**config.mk**
```make
export PLATFORM = sky130hd
export DESIGN_NAME = sbrfc_ctrl
export DESIGN_NICKNAME = d
export VERILOG_FILES = /design/src/rtl/sbrfc_pkg.sv /design/src/rtl/sbrfc_ctrl.sv
export SDC_FILE = /design/constraint.sdc
export NUM_CORES = 1
export LEC_CHECK = 0
export ABC_AREA = 1
export BUFFER_PORTS_ARGS = -buffer_cell sky130_fd_sc_hd__buf_2
export CAP_MARGIN = 20
export CORE_UTILIZATION = 35
export DETAILED_ROUTE_END_ITERATION = 16
export MAX_ROUTING_LAYER = met4
export PLACE_DENSITY = 0.58
export SYNTH_ARGS = -nofsm -noshare
export SYNTH_HDL_FRONTEND = slang
export SYNTH_SLANG_ARGS = --single-unit
```
**constraint.sdc**
```tcl
create_clock -name clk -period 2.05 [get_ports clk]
set_input_delay 0.1025 -clock clk [delete_from_list [all_inputs] [get_ports clk]]
set_output_delay 0.1025 -clock clk [all_outputs]
set_load 0.05 [all_outputs]
```
**src/rtl/sbrfc_pkg.sv**
```systemverilog
// Shared types and codes for the serial bridge ring block.
`default_nettype none

package sbrfc_pkg;

    // Request codes carried in req_type
    typedef enum logic [2:0] {
        REQ_HOST = 3'd0,
        REQ_POP  = 3'd1,
        REQ_UART = 3'd2,
        REQ_SEND = 3'd3,
        REQ_DONE = 3'd4
    } req_kind_t;

    typedef struct packed {
        logic [2:0] req_type;
        logic [7:0] byte_in;
        logic       packet_end;
    } request_t;

    typedef struct packed {
        logic [7:0] byte_out;
        logic       byte_valid;
        logic       last;
        logic       dropped;
        logic       out_rearm;
        logic       out_halted;
        logic       link_busy;
        logic [7:0] tx_fill;
        logic [7:0] rx_fill;
    } result_t;

    typedef enum logic {
        ST_IDLE,
        ST_BURST
    } ctl_state_t;

    // Controller to datapath commands
    typedef struct packed {
        logic accept;      // request taken this cycle
        logic launch;      // send request that moves data
        logic single;      // one-result request answered this cycle
        logic burst;       // a send byte is shown this cycle
        logic burst_more;  // more send bytes follow, fetch the next one
        logic burst_last;  // final send byte shown this cycle
    } ctl_cmd_t;

endpackage

`default_nettype wire

```
**src/rtl/sbrfc_ctrl.sv**
```systemverilog
// Controller: request acceptance and send burst sequencing.
`default_nettype none

module sbrfc_ctrl #(
    parameter int PACKET_MAX = 64
) (
    input  wire logic                            clk,
    input  wire logic                            rst_n,
    input  wire logic                            start,
    input  wire logic [2:0]                      req_type,
    input  wire logic                            send_ok,
    input  wire logic [$clog2(PACKET_MAX+1)-1:0] send_len,
    output logic                                 busy,
    output sbrfc_pkg::ctl_cmd_t                  cmd
);

    localparam int CW = $clog2(PACKET_MAX + 1);

    sbrfc_pkg::ctl_state_t state_reg, state_next;
    logic [CW-1:0]         count_reg, count_next;
    logic                  single_reg, single_next;
    logic                  accept, launch;

    always_ff @(posedge clk or negedge rst_n)
    begin
        if (!rst_n)
        begin
            state_reg  <= sbrfc_pkg::ST_IDLE;
            count_reg  <= '0;
            single_reg <= 1'b0;
        end
        else
        begin
            state_reg  <= state_next;
            count_reg  <= count_next;
            single_reg <= single_next;
        end
    end

    always_comb
    begin
        busy   = (state_reg == sbrfc_pkg::ST_BURST) && (count_reg > CW'(1));
        accept = start && !busy;
        launch = accept && (req_type == sbrfc_pkg::REQ_SEND) && send_ok;
        single_next = accept && !launch;
        state_next  = state_reg;
        count_next  = count_reg;

        unique case (state_reg)
            sbrfc_pkg::ST_IDLE:
            begin
                if (launch)
                begin
                    state_next = sbrfc_pkg::ST_BURST;
                    count_next = send_len;
                end
            end
            sbrfc_pkg::ST_BURST:
            begin
                if (count_reg > CW'(1))
                begin
                    count_next = count_reg - CW'(1);
                end
                else if (launch)
                begin
                    count_next = send_len;
                end
                else
                begin
                    state_next = sbrfc_pkg::ST_IDLE;
                    count_next = '0;
                end
            end
            default:
            begin
                state_next = sbrfc_pkg::ST_IDLE;
            end
        endcase

        cmd.accept     = accept;
        cmd.launch     = launch;
        cmd.single     = single_reg;
        cmd.burst      = (state_reg == sbrfc_pkg::ST_BURST);
        cmd.burst_more = busy;
        cmd.burst_last = (state_reg == sbrfc_pkg::ST_BURST) && (count_reg == CW'(1));
    end

endmodule

`default_nettype wire

```
==> results.md <==
| Metric | Reported | Unit |
|---|---|---|
| Outcome | completed | - |
| EDFF count, synth | 0 | - |
| Post-route minimum period | 1.89 | ns |
| Vias in the first global route | 504 | - |
| Worst Hold Margin | 0.133 | ns |
| Placed wire-length estimate after detailed placement | 1040 | um |
| Family of cells with the greatest summed delay on the critical path | simple AND/OR/NAND/NOR gates | - |
| Count of buffering cells on the critical path with inverters included | 4 | - |
| Via density per instance | 4.74 | - |
| Routed WL | 1310 | um |
| Total count of hold-check failures in the final report | 0 | - |
| Critical path class | reg -> out | - |
| Area inside the core boundary | 1750 | um2 |
| Slew of the pin with the lowest slew margin | 0.333 | ns |
| Seq. cell area | 225 | um2 |
| Setup Fix Bufs, Post-CTS | 0 | - |
| Post-synthesis register bit count | 9 | - |
| Worst slew margin | 0.778 | - |
| Flip-flop count of the largest register, all copies and words added | 7 | - |
| Biggest area contributors in the synthesized netlist | sky130_fd_sc_hd__dfrtp_1 34%, sky130_fd_sc_hd__nand3_1 13%, sky130_fd_sc_hd__nand2_1 7.5% | - |
| Proportion of synthesized chip area in sequential cells | 0.344 | - |
| Area growth from synthesis to final layout | 17.8 | % |
| Signal arrival time at the worst endpoint | 1.79 | ns |
| Cell taking the most area after synthesis | sky130_fd_sc_hd__dfrtp_1 | - |
| Post-Route Utilization | 0.442 | - |
| Clock buffer depth | 2 | - |
| Share of post-route cells with drive strength above 1 | 0.291 | - |
| Clock buffers created by TritonCTS | 3 | - |
| Top post-synthesis cells by count | 17 x sky130_fd_sc_hd__nand3_1, 13 x sky130_fd_sc_hd__nand2_1, 12 x sky130_fd_sc_hd__inv_1, 9 x sky130_fd_sc_hd__dfrtp_1, 7 x sky130_fd_sc_hd__nand4_1 | - |
| Ant diodes | 0 | - |
| Fraction of synthesis flops using an asynchronous set or reset pin | 1.00 | - |
| Unrepaired setup endpoints after global routing | no | - |
| Non-Filler Instances | 128 | - |
| Total instance count after detailed placement | 123 | - |
| Ports | 21 | - |
| Post-route cell area | 771 | um2 |
| Worst Path Required | 1.95 | ns |
| Later-pin clock latency in the skew report | 0.25 | ns |
| Worst setup SP type | flop | - |
| Crit-path cells | inv_1 > ha_1 > inv_1 > nor2_1 > nand3_1 > nand3_4 > nand3_4 > inv_2 > buf_2 | - |
| Number of DRC violations after detailed routing | 0 | - |
| CP Capture Type | primary output | - |
| Cell type of the slowest stage on the worst timing path | sky130_fd_sc_hd__dfrtp_1 | - |
| Leakage power of the design | 0.403 | nW |
| Area share of the largest cell type after synthesis | 0.344 | - |
| Area occupied by multi-input gates | 329 | um2 |
| Gate Count Post-Synth | 86 | - |
| Net switching component of the power | 0.0000686 | W |
| Most repeated cell in the gate-level netlist after synthesis | sky130_fd_sc_hd__nand3_1 | - |
| Die Span Y | 45.2 | um |
| Global-route wire length before repair | 2100 | um |
| GR Util All Layers | 0.148 | - |
| Layout fillers | 187 | - |
| TritonCTS clock tree | done | - |
| Maximum capacitance violations | 0 | - |
| Peak VDD IR | 0.242 | mV |
| Effective utilization at floorplan | 0.375 | - |
| Port Buffers | 20 | - |
| Final Wtd Congestion | 0.833 | - |
| Clock share of power | 0.399 | - |
| Net count of the mapped netlist | 102 | - |
| Peak per-stage delay on the critical path | 0.37 | ns |
| Final setup TNS | 0 | ns |
| Worst Hold Class | in -> reg | - |
| Total number of H-tree levels | 1 | - |
| Cell area after synthesis | 654 | um2 |
| Number of nets at the end of the flow | 120 | - |
| Share of power burned in registers | 0.536 | - |
| Largest fanout of any net on the critical path | 12 | - |
| Count of clock tree sinks | 9 | - |
| Int Pwr | 0.000263 | W |
| Power density cells | 430 | nW/um2 |
| Portion of the clock cycle consumed by the worst path in the final layout | 0.922 | - |
| Root Driver | sky130_fd_sc_hd__clkbuf_4 | - |
| Routed len/inst | 10.2 | um |
| Number of standard-cell rows in the floorplan | 15 | - |
| Final global-route overflow total | 0 | - |
| Mapped Avg Cell Area | 7.61 | um2 |
| Max-slew violation count | 0 | - |
| Logic pwr share | 0.065 | - |
| Number of vias after detailed routing | 607 | - |
| Max Clock Skew | 0.00692 | ns |
| Final setup vio count | 0 | - |
| Synth Flop Type | sky130_fd_sc_hd__dfrtp_1 | - |
| Achievable Freq | 529 | MHz |
| Post-DP Area | 727 | um2 |
| Maximum number of pins on one net before global-route repair | 13 | - |
| Sw Share | 0.207 | - |
| Remaining number of nets flagged by the antenna check after routing | 0 | - |
| Clock slew at reported path FFs | 0.06 | ns |
| Netlist cell types | 17 | - |
| First drt pass iteration count | 5 | - |
| Number of warnings reported in the yosys synthesis log | 0 | - |
| Horizontal extent of the die | 45.2 | um |
| Initial antenna violation count | 0 | - |
| Die area | 2050 | um2 |
| First DRT Iteration DRCs | 13 | - |
-- cell families (layout without fill, tap and decap cells) --
kind of cell / after synthesis / in the layout / share of synthesized area
flip-flops: 9 / 9 / 0.344
XOR/XNOR: 5 / 5 / 0.0669
AND/OR/NAND/NOR: 49 / 49 / 0.386
buffers and inverters: 21 / 38 / 0.164
adder cells (fa/ha/maj): 2 / 2 / 0.0382
-- path summary, 6_finish.rpt --
path	start	end	slack [ns]	cells past startpoint
min in group asynchronous	rst_n	count_reg[2]	0.22	2
hold reg to reg	count_reg[1]	count_reg[1]	0.52	2
setup / recovery	count_reg[1]	cmd[4]	0.16	9
hold / removal	send_len[2]	count_reg[2]	0.13	3
setup reg to reg	count_reg[1]	count_reg[0]	0.54	9
max in group asynchronous	rst_n	single_reg	1.64	2
-- power by group through the flow --
stage / sequential [W] / combinational [W] / clock, W
after floorplan: 0.000181 / 0.00000557 / 0
after global placement: 0.000181 / 0.0000203 / 0
after detailed placement: 0.000181 / 0.0000209 / 0
after CTS: 0.000178 / 0.0000223 / 0.000138
after global routing: 0.000177 / 0.0000239 / 0.000151
final: 0.000178 / 0.0000216 / 0.000132
-- stage by stage --
| stage | worst slack (ns) | total power, W |
|---|---|---|
| 3_5_place_dp | 0.337 | 0.000202 |
| 5_1_grt | 0.0157 | 0.000352 |
| 4_1_cts | 0.0576 | 0.000338 |
| 3_3_place_gp | 0.398 | 0.000201 |
| 2_1_floorplan | 0.389 | 0.000187 |
| 6_report | 0.161 | 0.000332 |
-- what timing repair did --
action | CTS | global route
endpoints found under the setup margin | 0 | 3
endpoints found under the hold margin | 9 | 0
resized for setup | 0 | 2
hold buffers | 1 | 0
-- per-layer routing --
layer  wire [um]  global-route usage  share of wire  vias to the layer above
met5           0                   -              0                        -
met4          19              0.0727          0.015                        0
met3          61              0.0240          0.047                        2
met2         597               0.209           0.46                       20
met1         630               0.203           0.48                      277
li1            -                   -              -                      308
-- layout by cell type (no fill, tap or decap), drive strengths merged --
cell / instances
nand2: 13
ha: 2
dfrtp: 9
clkbuf: 4
xor2: 5
nand4: 7
or2: 1
buf: 20
and3: 1
nor2: 8
inv: 13
nand3: 19
dlygate4sd3: 1
-- worst reg2reg max path: cells and delay by family (launching register included) --
| family | cells | cell delay (ns) |
|---|---|---|
| adders and majority gates | 1 | 0.15 |
| buffers and inverters | 2 | 0.14 |
| DFF | 1 | 0.37 |
| and+or+nand+nor | 6 | 0.74 |
-- layout make-up --
class / count / share of cell area
sequential: 9 / 0.292
inverter: 13 / 0.0633
timing repair buffer: 21 / 0.143
clock buffer: 4 / 0.0341
multi-input combinational: 56 / 0.427
tap: 25 / 0.0406
No activity file was read; power rests on OpenSTA's default activity.
